$ cat src/design/stick_channel_normalizer_top_defines.svh
// Assertion macros for the stick channel normalizer.
// Used by stick_channel_normalizer_top.sv; expects clk and arst_n in scope.
`ifndef STICK_CHANNEL_NORMALIZER_TOP_DEFINES_SVH
`define STICK_CHANNEL_NORMALIZER_TOP_DEFINES_SVH

// Same-cycle implication, checked on every rising edge out of reset.
`define SCN_ASSERT_IMPL(label, ante, cons, msg) \
	label: assert property (@(posedge clk) disable iff (!arst_n) (ante) |-> (cons)) \
		else $error(msg);

// Next-cycle implication, checked on every rising edge out of reset.
`define SCN_ASSERT_NEXT(label, ante, cons, msg) \
	label: assert property (@(posedge clk) disable iff (!arst_n) (ante) |=> (cons)) \
		else $error(msg);

`endif

$ cat src/design/scn_pkg.sv
// Shared types, constants and helpers of the stick channel normalizer.
// No dependencies; every other .sv design file uses it by scoped names.
`timescale 1ns / 1ps

package scn_pkg;

	localparam int NUM_CHANNELS = 4;
	localparam int SAMPLE_BITS  = 12;
	localparam int CH_W         = 2;
	localparam int RAW_W        = 12;
	localparam int BOUND_W      = 16;
	localparam int CFG_W        = 60;
	localparam int QUO_W        = 11;
	localparam int REM_W        = 27;

	localparam logic [QUO_W-1:0] FULL_SCALE  = QUO_W'(2000);
	localparam logic [CFG_W-1:0] MAX_RESET   = 60'h0FFF0FFF0FFF0FFF;

	typedef enum logic [1:0] {
		REG_NORM_ENABLE      = 2'd0,
		REG_CHANNEL_MINIMUMS = 2'd1,
		REG_CHANNEL_MAXIMUMS = 2'd2,
		REG_REVERSE_MASK     = 2'd3
	} scn_reg_t;

	typedef struct packed {
		logic [CH_W-1:0]  channel_index;
		logic [RAW_W-1:0] raw_sample;
	} scn_in_t;

	typedef struct packed {
		logic [CH_W-1:0]  channel_out;
		logic [RAW_W-1:0] degree;
	} scn_out_t;

	typedef struct packed {
		logic             norm_enable;
		logic [CFG_W-1:0] channel_minimums;
		logic [CFG_W-1:0] channel_maximums;
		logic [3:0]       reverse_mask;
	} scn_cfg_t;

	// Per-sample control that rides along the divider chain.
	typedef struct packed {
		logic [CH_W-1:0]  ch;
		logic [RAW_W-1:0] sample;
		logic             bypass;
		logic             empty;
		logic             rev;
	} scn_side_t;

	typedef struct packed {
		scn_side_t          side;
		logic [REM_W-1:0]   rem;
		logic [BOUND_W-1:0] dvs;
		logic [QUO_W-1:0]   quo;
	} scn_div_t;

	// Picks one 16-bit bound out of a packed register; channel 3 has 12 bits.
	function automatic logic [BOUND_W-1:0] bound_of(input logic [CFG_W-1:0] packed_val,
		input logic [CH_W-1:0] ch);
		logic [63:0] wide;
		wide = {4'b0000, packed_val} >> {ch, 4'b0000};
		return wide[BOUND_W-1:0];
	endfunction

endpackage

$ cat src/design/scn_front.sv
// Front end of the normalizer: clamp and range setup, then the scale multiply.
// Depends on scn_pkg; feeds the first divider cell.
`timescale 1ns / 1ps

module scn_front #(
	parameter int NUM_CHANNELS = scn_pkg::NUM_CHANNELS,
	parameter int SAMPLE_BITS  = scn_pkg::SAMPLE_BITS
) (
	input  logic              clk,
	input  logic              arst_n,
	input  scn_pkg::scn_cfg_t cfg,
	input  logic              sample_valid,
	output logic              sample_stall,
	input  scn_pkg::scn_in_t  sample,
	output logic              out_valid,
	input  logic              out_ready,
	output scn_pkg::scn_div_t out_data
);

	localparam logic [scn_pkg::RAW_W-1:0] SAMPLE_MASK = (SAMPLE_BITS >= scn_pkg::RAW_W) ?
		{scn_pkg::RAW_W{1'b1}} : scn_pkg::RAW_W'((1 << SAMPLE_BITS) - 1);

	logic                           v_s1;
	scn_pkg::scn_side_t             side_s1;
	logic [scn_pkg::BOUND_W-1:0]    num_s1;
	logic [scn_pkg::BOUND_W-1:0]    dvs_s1;
	logic                           v_s2;
	scn_pkg::scn_side_t             side_s2;
	logic [scn_pkg::REM_W-1:0]      prod_s2;
	logic [scn_pkg::BOUND_W-1:0]    dvs_s2;
	logic                           rdy_s1;
	logic                           rdy_s2;

	logic [scn_pkg::RAW_W-1:0]      smp;
	logic [scn_pkg::BOUND_W-1:0]    lo;
	logic [scn_pkg::BOUND_W-1:0]    hi;
	logic [scn_pkg::BOUND_W-1:0]    clamp_hi;
	logic [scn_pkg::BOUND_W-1:0]    clamp;
	scn_pkg::scn_side_t             side_d;

	assign rdy_s2       = !v_s2 || out_ready;
	assign rdy_s1       = !v_s1 || rdy_s2;
	assign sample_stall = !rdy_s1;

	always_comb begin
		smp      = sample.raw_sample & SAMPLE_MASK;
		lo       = scn_pkg::bound_of(cfg.channel_minimums, sample.channel_index);
		hi       = scn_pkg::bound_of(cfg.channel_maximums, sample.channel_index);
		clamp_hi = (scn_pkg::BOUND_W'(smp) > hi) ? hi : scn_pkg::BOUND_W'(smp);
		clamp    = (clamp_hi < lo) ? lo : clamp_hi;
		side_d.ch     = sample.channel_index;
		side_d.sample = smp;
		side_d.bypass = !cfg.norm_enable ||
			(32'(sample.channel_index) >= 32'(NUM_CHANNELS));
		side_d.empty  = (hi <= lo);
		side_d.rev    = cfg.reverse_mask[sample.channel_index];
	end

	always_ff @(posedge clk or negedge arst_n) begin
		if (!arst_n) begin
			v_s1 <= 1'b0;
			v_s2 <= 1'b0;
		end else begin
			if (rdy_s1) begin
				v_s1 <= sample_valid;
			end
			if (rdy_s2) begin
				v_s2 <= v_s1;
			end
		end
	end

	always_ff @(posedge clk) begin
		if (rdy_s1 && sample_valid) begin
			side_s1 <= side_d;
			num_s1  <= clamp - lo;
			dvs_s1  <= hi - lo;
		end
		if (rdy_s2 && v_s1) begin
			side_s2 <= side_s1;
			prod_s2 <= scn_pkg::REM_W'(num_s1) * scn_pkg::REM_W'(scn_pkg::FULL_SCALE);
			dvs_s2  <= dvs_s1;
		end
	end

	always_comb begin
		out_valid     = v_s2;
		out_data.side = side_s2;
		out_data.rem  = prod_s2;
		out_data.dvs  = dvs_s2;
		out_data.quo  = '0;
	end

endmodule

$ cat src/design/scn_div_cell.sv
// One cell of the restoring divider chain; settles one quotient bit.
// Depends on scn_pkg; cells are chained in stick_channel_normalizer_top.
`timescale 1ns / 1ps

module scn_div_cell #(
	parameter int BIT = 0
) (
	input  logic              clk,
	input  logic              arst_n,
	input  logic              in_valid,
	output logic              in_ready,
	input  scn_pkg::scn_div_t in_data,
	output logic              out_valid,
	input  logic              out_ready,
	output scn_pkg::scn_div_t out_data
);

	logic                      valid_q;
	scn_pkg::scn_div_t         data_q;
	logic [scn_pkg::REM_W-1:0] dvs_shift;
	logic                      take;
	scn_pkg::scn_div_t         data_d;

	assign in_ready  = !valid_q || out_ready;
	assign out_valid = valid_q;
	assign out_data  = data_q;

	always_comb begin
		dvs_shift = scn_pkg::REM_W'(in_data.dvs) << BIT;
		take      = (in_data.rem >= dvs_shift);
		data_d    = in_data;
		if (take) begin
			data_d.rem      = in_data.rem - dvs_shift;
			data_d.quo[BIT] = 1'b1;
		end
	end

	always_ff @(posedge clk or negedge arst_n) begin
		if (!arst_n) begin
			valid_q <= 1'b0;
		end else if (in_ready) begin
			valid_q <= in_valid;
		end
	end

	always_ff @(posedge clk) begin
		if (in_ready && in_valid) begin
			data_q <= data_d;
		end
	end

endmodule

$ cat src/design/stick_channel_normalizer_top.sv
// Top level of the stick channel normalizer: config registers, divider chain, result stage.
// Depends on scn_pkg, scn_front, scn_div_cell and stick_channel_normalizer_top_defines.svh.
// Takes one sample per cycle while sample_stall is low; each result passes through the
// clamp stage, multiply stage, eleven divider cells with one quotient bit each, and the
// result register, held there while result_stall is high. Samples with norm_enable low or
// channel_index >= NUM_CHANNELS pass through unchanged; an empty calibration range gives 0.
`timescale 1ns / 1ps
`include "stick_channel_normalizer_top_defines.svh"

module stick_channel_normalizer_top #(
	parameter int NUM_CHANNELS = scn_pkg::NUM_CHANNELS,
	parameter int SAMPLE_BITS  = scn_pkg::SAMPLE_BITS
) (
	input  logic                      clk,
	input  logic                      arst_n,
	input  logic                      cfg_write_en,
	input  logic [1:0]                cfg_index,
	input  logic [scn_pkg::CFG_W-1:0] cfg_data,
	input  logic                      sample_valid,
	output logic                      sample_stall,
	input  scn_pkg::scn_in_t          sample,
	output logic                      result_valid,
	input  logic                      result_stall,
	output scn_pkg::scn_out_t         result
);

	localparam int NCELL = scn_pkg::QUO_W;

	scn_pkg::scn_cfg_t  cfg_q;
	logic               div_valid [NCELL+1];
	logic               div_ready [NCELL+1];
	scn_pkg::scn_div_t  div_data  [NCELL+1];

	logic               res_valid_q;
	logic               res_bypass_q;
	scn_pkg::scn_out_t  res_q;
	logic               res_ready;
	scn_pkg::scn_div_t  last;
	logic [scn_pkg::QUO_W-1:0] mag;
	scn_pkg::scn_out_t  res_d;

	always_ff @(posedge clk or negedge arst_n) begin
		if (!arst_n) begin
			cfg_q.norm_enable      <= 1'b0;
			cfg_q.channel_minimums <= '0;
			cfg_q.channel_maximums <= scn_pkg::MAX_RESET;
			cfg_q.reverse_mask     <= '0;
		end else if (cfg_write_en) begin
			case (cfg_index)
				scn_pkg::REG_NORM_ENABLE:      cfg_q.norm_enable      <= cfg_data[0];
				scn_pkg::REG_CHANNEL_MINIMUMS: cfg_q.channel_minimums <= cfg_data;
				scn_pkg::REG_CHANNEL_MAXIMUMS: cfg_q.channel_maximums <= cfg_data;
				scn_pkg::REG_REVERSE_MASK:     cfg_q.reverse_mask     <= cfg_data[3:0];
				default: begin
				end
			endcase
		end
	end

	scn_front #(
		.NUM_CHANNELS (NUM_CHANNELS),
		.SAMPLE_BITS  (SAMPLE_BITS)
	) u_front (
		.clk          (clk),
		.arst_n       (arst_n),
		.cfg          (cfg_q),
		.sample_valid (sample_valid),
		.sample_stall (sample_stall),
		.sample       (sample),
		.out_valid    (div_valid[0]),
		.out_ready    (div_ready[0]),
		.out_data     (div_data[0])
	);

	// Cell i settles quotient bit NCELL-1-i, most significant first.
	for (genvar i = 0; i < NCELL; i++) begin : g_cell
		scn_div_cell #(
			.BIT (NCELL - 1 - i)
		) u_cell (
			.clk       (clk),
			.arst_n    (arst_n),
			.in_valid  (div_valid[i]),
			.in_ready  (div_ready[i]),
			.in_data   (div_data[i]),
			.out_valid (div_valid[i+1]),
			.out_ready (div_ready[i+1]),
			.out_data  (div_data[i+1])
		);
	end

	assign res_ready        = !res_valid_q || !result_stall;
	assign div_ready[NCELL] = res_ready;

	always_comb begin
		last              = div_data[NCELL];
		mag               = last.side.rev ? (scn_pkg::FULL_SCALE - last.quo) : last.quo;
		res_d.channel_out = last.side.ch;
		if (last.side.bypass) begin
			res_d.degree = last.side.sample;
		end else if (last.side.empty) begin
			res_d.degree = '0;
		end else begin
			res_d.degree = scn_pkg::RAW_W'(mag);
		end
	end

	always_ff @(posedge clk or negedge arst_n) begin
		if (!arst_n) begin
			res_valid_q <= 1'b0;
		end else if (res_ready) begin
			res_valid_q <= div_valid[NCELL];
		end
	end

	always_ff @(posedge clk) begin
		if (res_ready && div_valid[NCELL]) begin
			res_q        <= res_d;
			res_bypass_q <= last.side.bypass;
		end
	end

	assign result_valid = res_valid_q;
	assign result       = res_q;

	// The input side only waits when a finished result is held back.
	`SCN_ASSERT_IMPL(a_stall_only_when_blocked, sample_stall, result_valid && result_stall, "input stalled without a blocked result")
	`SCN_ASSERT_IMPL(a_degree_in_range, result_valid && !res_bypass_q, result.degree <= scn_pkg::RAW_W'(scn_pkg::FULL_SCALE), "normalized degree above full scale")
	`SCN_ASSERT_IMPL(a_div_remainder, div_valid[NCELL] && !div_data[NCELL].side.empty, div_data[NCELL].rem < scn_pkg::REM_W'(div_data[NCELL].dvs), "divider remainder not below divisor")
	`SCN_ASSERT_NEXT(a_result_drains, result_valid && !result_stall && !div_valid[NCELL], !result_valid, "result register kept a transferred result")

endmodule
$ cat config.mk
export PLATFORM = sky130hd
export DESIGN_NAME = stick_channel_normalizer_top
export DESIGN_NICKNAME = d
export VERILOG_FILES = /design/src/design/scn_pkg.sv /design/src/design/scn_front.sv /design/src/design/scn_div_cell.sv /design/src/design/stick_channel_normalizer_top.sv
export VERILOG_INCLUDE_DIRS = /design/src /design/src/design
export SDC_FILE = /design/constraint.sdc
export NUM_CORES = 1
export LEC_CHECK = 0
export ABC_AREA = 0
export BUFFER_PORTS_ARGS = -buffer_cell sky130_fd_sc_hd__buf_2
export CAP_MARGIN = 5
export CORE_UTILIZATION = 45
export DETAILED_ROUTE_END_ITERATION = 10
export PLACE_DENSITY = 0.58
export SKIP_CTS_REPAIR_TIMING = 1
export SYNTH_ARGS = -nofsm -noshare
export SYNTH_HDL_FRONTEND = slang
export SYNTH_SLANG_ARGS = --single-unit
$ cat constraint.sdc
create_clock -name clk -period 10.2 [get_ports clk]
set_input_delay 1.53 -clock clk [delete_from_list [all_inputs] [get_ports clk]]
set_output_delay 1.53 -clock clk [all_outputs]
set_load 0.05 [all_outputs]
# Word-level counts from Yosys, hierarchy flattened
# Index checks and enable logic that the tools add are counted.
# classes
mux,18
n_addsub,13
eq_ne,3
reduce_logical,50
mul,1
n_shift,2
n_lt_le_gt_ge,15
# op_table
cell,n
$mux W27,10
$shr A60 B6 Y16,2
$mux W16,2
$sub A16 B16 Y16,2
$ge A27 B16 Y1,1
$ge A27 B17 Y1,1
$ge A27 B18 Y1,1
$ge A27 B19 Y1,1
$ge A27 B20 Y1,1
$ge A27 B21 Y1,1
$ge A27 B22 Y1,1
$ge A27 B23 Y1,1
$ge A27 B24 Y1,1
$ge A27 B25 Y1,1
$ge A27 B26 Y1,1
$sub A27 B17 Y27,1
$sub A27 B18 Y27,1
$sub A27 B19 Y27,1
$sub A27 B20 Y27,1
$sub A27 B21 Y27,1
$sub A27 B22 Y27,1
$sub A27 B23 Y27,1
$sub A27 B24 Y27,1
$sub A27 B25 Y27,1
18 further kinds,66
# totals
output_inout_bits,16
register_bits,941
input_bits,81
word_cells,233

# Logic depth before layout (Yosys ltp)
# Gate-level depths: netlist (run 1).
# logic_depth
depth_word,16
depth_mapped,36
ltp_nobuf,30

# Modules after synthesis
# Synthesis (run 1) repeated with hierarchy kept, for this count alone.
# unflattened
hier_cells,3946
hier_area_um2,52001.1
# by_module_without_submodules
mod,area_each_um2,cells_each,seq_area_each_um2,instances
scn_front,8923.6,751,3203.1,1
stick_channel_normalizer_top,5529.1,340,3633.5,1
scn_div_cell (g_cell[9].u_cell),3737.3,300,2157.1,1
scn_div_cell (g_cell[10].u_cell),3503.4,277,2157.1,1
scn_div_cell (g_cell[8].u_cell),3502.1,277,2157.1,1
scn_div_cell (g_cell[6].u_cell),3423.3,256,2157.1,1
scn_div_cell (g_cell[3].u_cell),3414.5,251,2157.1,1
scn_div_cell (g_cell[5].u_cell),3390.8,250,2157.1,1
scn_div_cell (g_cell[7].u_cell),3353.2,257,2157.1,1
scn_div_cell (g_cell[4].u_cell),3345.7,249,2157.1,1
scn_div_cell (g_cell[1].u_cell),3300.7,248,2157.1,1
scn_div_cell (g_cell[0].u_cell),3298.2,249,2157.1,1
scn_div_cell (g_cell[2].u_cell),3279.4,241,2157.1,1

# Worst setup path before layout (run 1)
# No wires, ideal clock.
# synth_path
kind,input -> register
startpoint,input sample[12] (netlist name)
endpoint,"register u_front.num_s1[15] (netlist name), data pin"
t_arrival_ps,8257
required_time_ps,9938
slack_ps,1682
path_stages,33
path_buffers,5
setup_ps,262
cell_sequence,buf_6 buf_2 buf_1 mux4_2 inv_1 ha_1 a21oi_1 nand2_1 a221oi_1 a211o_1 clkbuf_1 nand2_1 o21ai_0 ha_1 a21o_1 a21o_1 a21oi_1 o21ai_0 nand3_1 nand2_1 a31o_1 buf_6 mux2_4 ha_1 nor2b_1 o211ai_1 a31oi_1 or4_1 a31o_2 a21o_1 a2111oi_0 nor3_1 xnor2_1
# synth_between
elab_chain_len,6
word_cells_on_any_way,7
classes_between,add/sub: 1; order compare: 2; shift: 2; mux: 2
# synth_rtl
item,line_no,rtl
from (decl),stick_channel_normalizer_top.sv:21,"input scn_pkg::scn_in_t sample,"
$shr A60 B6 Y16,scn_pkg.sv:63,"wide = {4'b0000, packed_val} >> {ch, 4'b0000};"
$gt A12 B16 Y1,scn_front.sv:49,clamp_hi = (scn_pkg::BOUND_W'(smp) > hi) ? hi : scn_pkg::BOUND_W'(smp);
$mux W16,scn_front.sv:49,
$lt A16 B16 Y1,scn_front.sv:50,clamp = (clamp_hi < lo) ? lo : clamp_hi;
$mux W16,scn_front.sv:50,
$sub A16 B16 Y16 *,scn_front.sv:76,num_s1 <= clamp - lo;
to (signal assigned),scn_front.sv:76,
to (decl),scn_front.sv:25,logic [scn_pkg::BOUND_W-1:0] num_s1;
# Mark *: on every way between the ends. The rest lies on a longest branch, timed or not.
# A chain may end at the register's enable or synchronous reset.

# Final worst setup path (run 1)
# Same ends and word-level chain as after synthesis.

==> results of run 1 <==
## synth_stat cells (22+ instances only)
| cell type | n | area [um2] |
|---|---|---|
| nand3_1 | 54 | 270 |
| nor3_1 | 75 | 375 |
| nor2_1 | 210 | 788 |
| o21ai_0 | 148 | 741 |
| mux2_2 | 175 | 1970 |
| fa_1 | 66 | 1320 |
| xnor2_1 | 122 | 1070 |
| nor4_1 | 27 | 169 |
| mux4_2 | 25 | 563 |
| dfrtp_1 | 91 | 2280 |
| ha_1 | 287 | 3590 |
| a21o_1 | 65 | 488 |
| clkbuf_1 | 39 | 146 |
| inv_1 | 306 | 1150 |
| nand2b_1 | 50 | 313 |
| nand2_1 | 173 | 649 |
| or3_1 | 22 | 138 |
| nor2b_1 | 42 | 263 |
| xor2_1 | 79 | 692 |
| nand4_1 | 41 | 257 |
| dfstp_2 | 48 | 1260 |
| edfxtp_1 | 768 | 23100 |
| o21a_1 | 48 | 360 |
| a21oi_1 | 202 | 1010 |
## state kept, by name, summed over array words and instances (netlist names)
signal	flops
g_cell.u_cell.out_valid	11
u_front.prod_s2	23
cfg_q	125
u_front.side_s1	17
result	14
u_front.out_data	17
u_front.dvs_s2	16
u_front.dvs_s1	16
result_valid	1
u_front.out_valid	1
u_front.v_s1	1
u_front.num_s1	16
g_cell.u_cell.out_data	649
## layout make-up
cell class	instances	area, um2
Fill cell	8476	48400
Sequential cell	907	26600
Multi-Input combinational cell	2174	17200
Clock buffer	130	2690
Tap cell	1287	1610
Inverter	307	1150
Timing Repair Buffer	126	712
Clock inverter	50	477
Antenna cell	1	2.50
## per-layer routing
layer / global-route usage, % / share of wire [%]
met3: 2.57 / 2.7
met5: 0 / 0
met2: 31.4 / 52
met4: 5.38 / 2.7
met1: 20.7 / 43
## worst paths after layout
kind	endpoint	startpoint	cells past startpoint	slack, ns
setup / recovery	u_front.num_s1[15]	sample[12]	27	1.51
hold / removal	g_cell[0].u_cell.out_data[66]	u_front.out_data[66]	0	0.41
setup reg to reg	u_front.num_s1[15]	cfg_q[59]	26	2.70
hold reg to reg	g_cell[0].u_cell.out_data[66]	u_front.out_data[66]	0	0.41
max in group asynchronous	cfg_q[116]	arst_n	2	7.96
min in group asynchronous	cfg_q[76]	arst_n	1	0.85
## kinds of logic (layout without fill, tap and decap cells)
family,Yosys count,after routing
AND/OR/NAND/NOR,773,773
flip-flops,907,907
adder cells (fa/ha/maj),353,353
AO/OA/AOI/OAI,625,625
XOR/XNOR,201,201
buffers and inverters,369,613
other,1,5
multiplexers,218,218
## through the flow
step           cells  worst slack (ns)  util, %  hold WS (ns)  instance area [um2]
2_1_floorplan   3450              1.68        -         0.400                45200
3_3_place_gp    4801             0.909     47.8         0.400                47300
3_5_place_dp    4801             0.873     47.8         0.405                47300
4_1_cts         4981              1.59     51.0         0.404                50400
5_1_grt         4981             0.912     51.0         0.409                50400
6_report        4982              1.51     51.0         0.408                50400
==> flow_summary_export.csv, run 1 <==
group,metric,value,unit
outcome,run_status,"finished clean",
synthesis,syn-instance-count,3447,
synthesis,yosys_warnings,0,
min_path,holdCritPathClass,"reg2reg",
sta,rsz0062_at_grt,"no",
global_route,grt.overflow.total,0,
clock_tree,clk_root_buffer_cell,"clkbuf_16",
placed_design,gp_routability_congestion,0.870,
placed_design,detailed_place_hpwl,64600,um
worst_setup_path,critPathTopFamily,"compound AO/OA/AOI/OAI gates",
clock_tree,clk_pin_slew_worst_paths,0.06,ns
clock_tree,clock_insertion_delay_at_the_later_pin_of_the_skew_report,0.68,ns
synthesis,combinational_family_with_the_most_area_after_synthesis,"adder cells",
final_layout,layout.cells.most_common,"edfxtp_1",
clock_tree,tritoncts_num_sinks,907,
clock_tree,htree_levels,3,
final_layout,nets,4047,
synthesis,post_synth_instance_area,45100,um2
sta,slew_violations,0,
drt,detail_route.drc_violations,0,
sta,final-setup-viol-count,0,
sta,timing.final.crit_period,8.69,ns
worst_setup_path,crit_path_max_incr_delay,0.70,ns
die,die-width,319,um
worst_setup_path,worst-endpoint-arrival,9.11,ns
sta,fin_setup_tns,0,ns
die,io-pin-count,97,
drt,antenna_left,0,
synthesis,synth-edff-count,768,
global_route,antenna_found_initial,0,
final_layout,most-common-layout-cells,"edfxtp_1, inv_1, ha_1",
synthesis,post_synth_cell_types,78,
sta,timing.final.hold_violations,0,
sta,fmaxAchievable,115,MHz
synthesis,yosys.area_share.simple,8.43,%
global_route,grt_max_degree,74,
global_route,grt_pass1_vias,26600,
die,die_height,319,um
drt,avgViaCountPerCell,5.21,
sta,clock_skew,0.0333,ns
clock_tree,number_of_buffers_between_clock_root_and_the_deepest_sink,3,
worst_setup_path,critical_path.max_fanout,25,
drt,post_drt_wl_per_cell,17.2,um
drt,drt-initial-drc-count,1235,
synthesis,synth-async-reset-ratio,15.3,%
die,core,98900,um2
drt,first_pass_iters,5,
drt,routed_wirelength,85600,um
die,die_area,102000,um2
final_layout,area_delta_synth_final,11.7,%
global_route,grt_use_total,17.2,%
synthesis,synth_adder_area_share,10.9,%
global_route,grt_first_pass_wirelength,140000,um
die,start_util,45.7,%
die,placement_rows,115,
drt,route.vias.total,26000,
worst_setup_path,critical_path_class,"in2reg",
sta,actual_slew_at_the_worst_max_slew_pin,1.12,ns
synthesis,muxShareOfSynthArea,6.08,%
worst_setup_path,worstPathBufferInverterCount,2,
synthesis,synth-seq-area-share,58.9,%
worst_setup_path,timing.critical_path.to_type,"register",
worst_setup_path,crit_path_top_delay_cell,"a31o_1",
final_layout,fraction_of_final_layout_cells_sized_beyond_drive_strength_1,15.1,%
synthesis,ys_dominant_reg_cell,"edfxtp_1",
synthesis,synth-compound-area-share,8.62,%
placed_design,buffer_ports.inserted,96,
synthesis,synth_xor_area_share,3.90,%
worst_setup_path,critical_path_required,10.63,ns
run,cap_viol_max_count,0,
sta,maxSlewHeadroom,24.4,%
synthesis,post_synth.cell_area_avg,13.1,um2
clock_tree,numCtsBuffers,97,
sta,finalCritPeriodShare,85.2,%
worst_setup_path,start_kind,"input pin",
synthesis,synth-seq-cells,907,
clock_tree,cts_tree,"done",
Power of run 1 is left out: the tool's default activity adds up to more than one toggle a clock period on the data nets, which glitch-free logic cannot reach.
==> run 2: changes to the inputs <==
--- a/config.mk
+++ b/config.mk
@@ -11,5 +11,7 @@
 export CAP_MARGIN = 5
+export CELL_PAD_IN_SITES_DETAIL_PLACEMENT = 0
+export CELL_PAD_IN_SITES_GLOBAL_PLACEMENT = 1
 export CORE_UTILIZATION = 45
 export DETAILED_ROUTE_END_ITERATION = 10
-export PLACE_DENSITY = 0.58
+export PLACE_DENSITY = 0.68
 export SKIP_CTS_REPAIR_TIMING = 1
==> constraint.sdc (replaced) <==
create_clock -name clk -period 10.2 [get_ports clk]
set_input_delay 2.04 -clock clk [delete_from_list [all_inputs] [get_ports clk]]
set_output_delay 2.04 -clock clk [all_outputs]
set_load 0.05 [all_outputs]
==> flow_summary_export.csv, run 2 (synthesized netlist as in run 1, its figures left out) <==
group,metric,value,unit
final_layout,most-common-layout-cells,"edfxtp_1, inv_1, ha_1",
worst_setup_path,reg2regPathDepth,27,
min_path,holdCritPathClass,"reg2reg",
worst_setup_path,start_kind,"input pin",
global_route,grt.met2_usage,33.1,%
final_layout,share_of_the_core_filled_with_cells_in_the_final_layout,51.1,%
drt,drt-initial-drc-count,1158,
global_route,grt.busiest_layer,"met2",
worst_setup_path,worst_setup_path_startpoint,"sample[12]",
die,io-pin-count,97,
final_layout,multi_input_area,17200,um2
sta,fin_setup_tns,0,ns
worst_setup_path,timing.critical_path.to_type,"register",
sta,maxSlewHeadroom,19.6,%
sta,slew_violations,0,
worst_setup_path,worstSetupEndpoint,"u_front.num_s1[15]",
clock_tree,clk_pin_slew_worst_paths,0.06,ns
sta,actual_slew_at_the_worst_max_slew_pin,1.21,ns
drt,routed_wirelength,88900,um
drt,avgViaCountPerCell,5.30,
placed_design,detailed_place_hpwl,67600,um
run,cap_viol_max_count,0,
final_layout,max_ffs_per_register,649,
clock_tree,htree_levels,3,
worst_setup_path,crit_path_top_delay_cell,"buf_2",
clock_tree,clock_insertion_delay_at_the_later_pin_of_the_skew_report,0.69,ns
sta,timing.final.crit_period,9.26,ns
clock_tree,numCtsBuffers,99,
clock_tree,number_of_buffers_between_clock_root_and_the_deepest_sink,3,
final_layout,n_antenna_cell,0,
drt,first_pass_iters,6,
final_layout,nets,4048,
worst_setup_path,path_depth,28,
clock_tree,clk_root_buffer_cell,"clkbuf_16",
worst_setup_path,crit_path_max_incr_delay,0.67,ns
worst_setup_path,critical_path.reg2reg.startpoint,"cfg_q[9]",
outcome,run_status,"finished clean",
worst_setup_path,critical_path_class,"in2reg",
die,core,98900,um2
die,die_height,319,um
die,die_area,102000,um2
worst_setup_path,critPathTopFamily,"compound AO/OA/AOI/OAI gates",
sta,clock_skew,0.0439,ns
clock_tree,cts_tree,"done",
worst_setup_path,worst-endpoint-arrival,9.69,ns
die,start_util,45.7,%
global_route,grt_max_degree,78,
sta,final-setup-viol-count,0,
worst_setup_path,critical_path_required,10.63,ns
global_route,grt_use_total,17.8,%
global_route,global_route.usage.met1,20.5,%
drt,detail_route.drc_violations,0,
worst_setup_path,ff2ff_setup_slack,2.74,ns
worst_setup_path,worstPathBufferInverterCount,2,
die,placement_rows,115,
global_route,antenna_found_initial,1,
sta,rsz0062_at_grt,"no",
final_layout,area_delta_synth_final,11.9,%
worst_setup_path,critical_path.max_fanout,30,
worst_setup_path,r2r-end,"u_front.num_s1[15]",
placed_design,buffer_ports.inserted,96,
global_route,grt_first_pass_wirelength,145000,um
global_route,grt_pass1_vias,27600,
sta,timing.final.hold_violations,0,
clock_tree,tritoncts_num_sinks,907,
final_layout,fraction_of_final_layout_cells_sized_beyond_drive_strength_1,15.2,%
drt,antenna_left,0,
drt,route.vias.total,26400,
sta,finalCritPeriodShare,90.8,%
global_route,met3_usage_in_global_routing,2.42,%
final_layout,regArea,26600,um2
final_layout,layout.cells.most_common,"edfxtp_1",
sta,fmaxAchievable,108,MHz
placed_design,gp_routability_congestion,0.893,
global_route,grt.overflow.total,0,
die,die-width,319,um
final_layout,fill_cell_instance_count_of_the_final_layout,8298,
drt,post_drt_wl_per_cell,17.8,um
==> run 2: final cells by class <==
cell class                 instances  share of cell area, %
clock inverter                    54                   1.09
timing repair buffer             125                   1.39
tap                             1287                   3.19
sequential                       907                   52.6
clock buffer                     133                   5.42
multi-input combinational       2174                   34.0
inverter                         307                   2.28
==> run 2: metrics by stage <==
step	setup slack [ns]	hold slack (ns)	area, um2	std cells
6_report	0.938	0.387	50500	4987
5_1_grt	0.336	0.389	50500	4987
4_1_cts	1.05	0.391	50500	4987
3_5_place_dp	0.336	0.405	47200	4800
3_3_place_gp	0.635	0.401	47200	4800
2_1_floorplan	1.17	0.400	45200	3450
==> run 2: routing by layer <==
layer,part of all wire (%),vias to the layer above,wire length (um)
met5,0,-,0
met4,3.7,0,3280
met1,41,12900,36500
met3,2.7,188,2380
met2,53,392,46700
li1,-,13000,-
==> run 2: how the worst min path moves through the flow <==
stage	from	slack, ns	cells after the start	endpoint
after CTS	g_cell[0].u_cell.out_data[10]	0.39	0	g_cell[1].u_cell.out_data[10]
final	g_cell[0].u_cell.out_data[10]	0.39	0	g_cell[1].u_cell.out_data[10]
after global routing	u_front.side_s1[0]	0.39	0	u_front.out_data[54]
after global placement	g_cell[1].u_cell.out_data[65]	0.40	0	g_cell[2].u_cell.out_data[65]
after detailed placement	u_front.out_data[56]	0.40	0	g_cell[0].u_cell.out_data[56]
after floorplan	u_front.out_data[54]	0.40	0	g_cell[0].u_cell.out_data[54]
Power of run 2 is left out for the same reason.
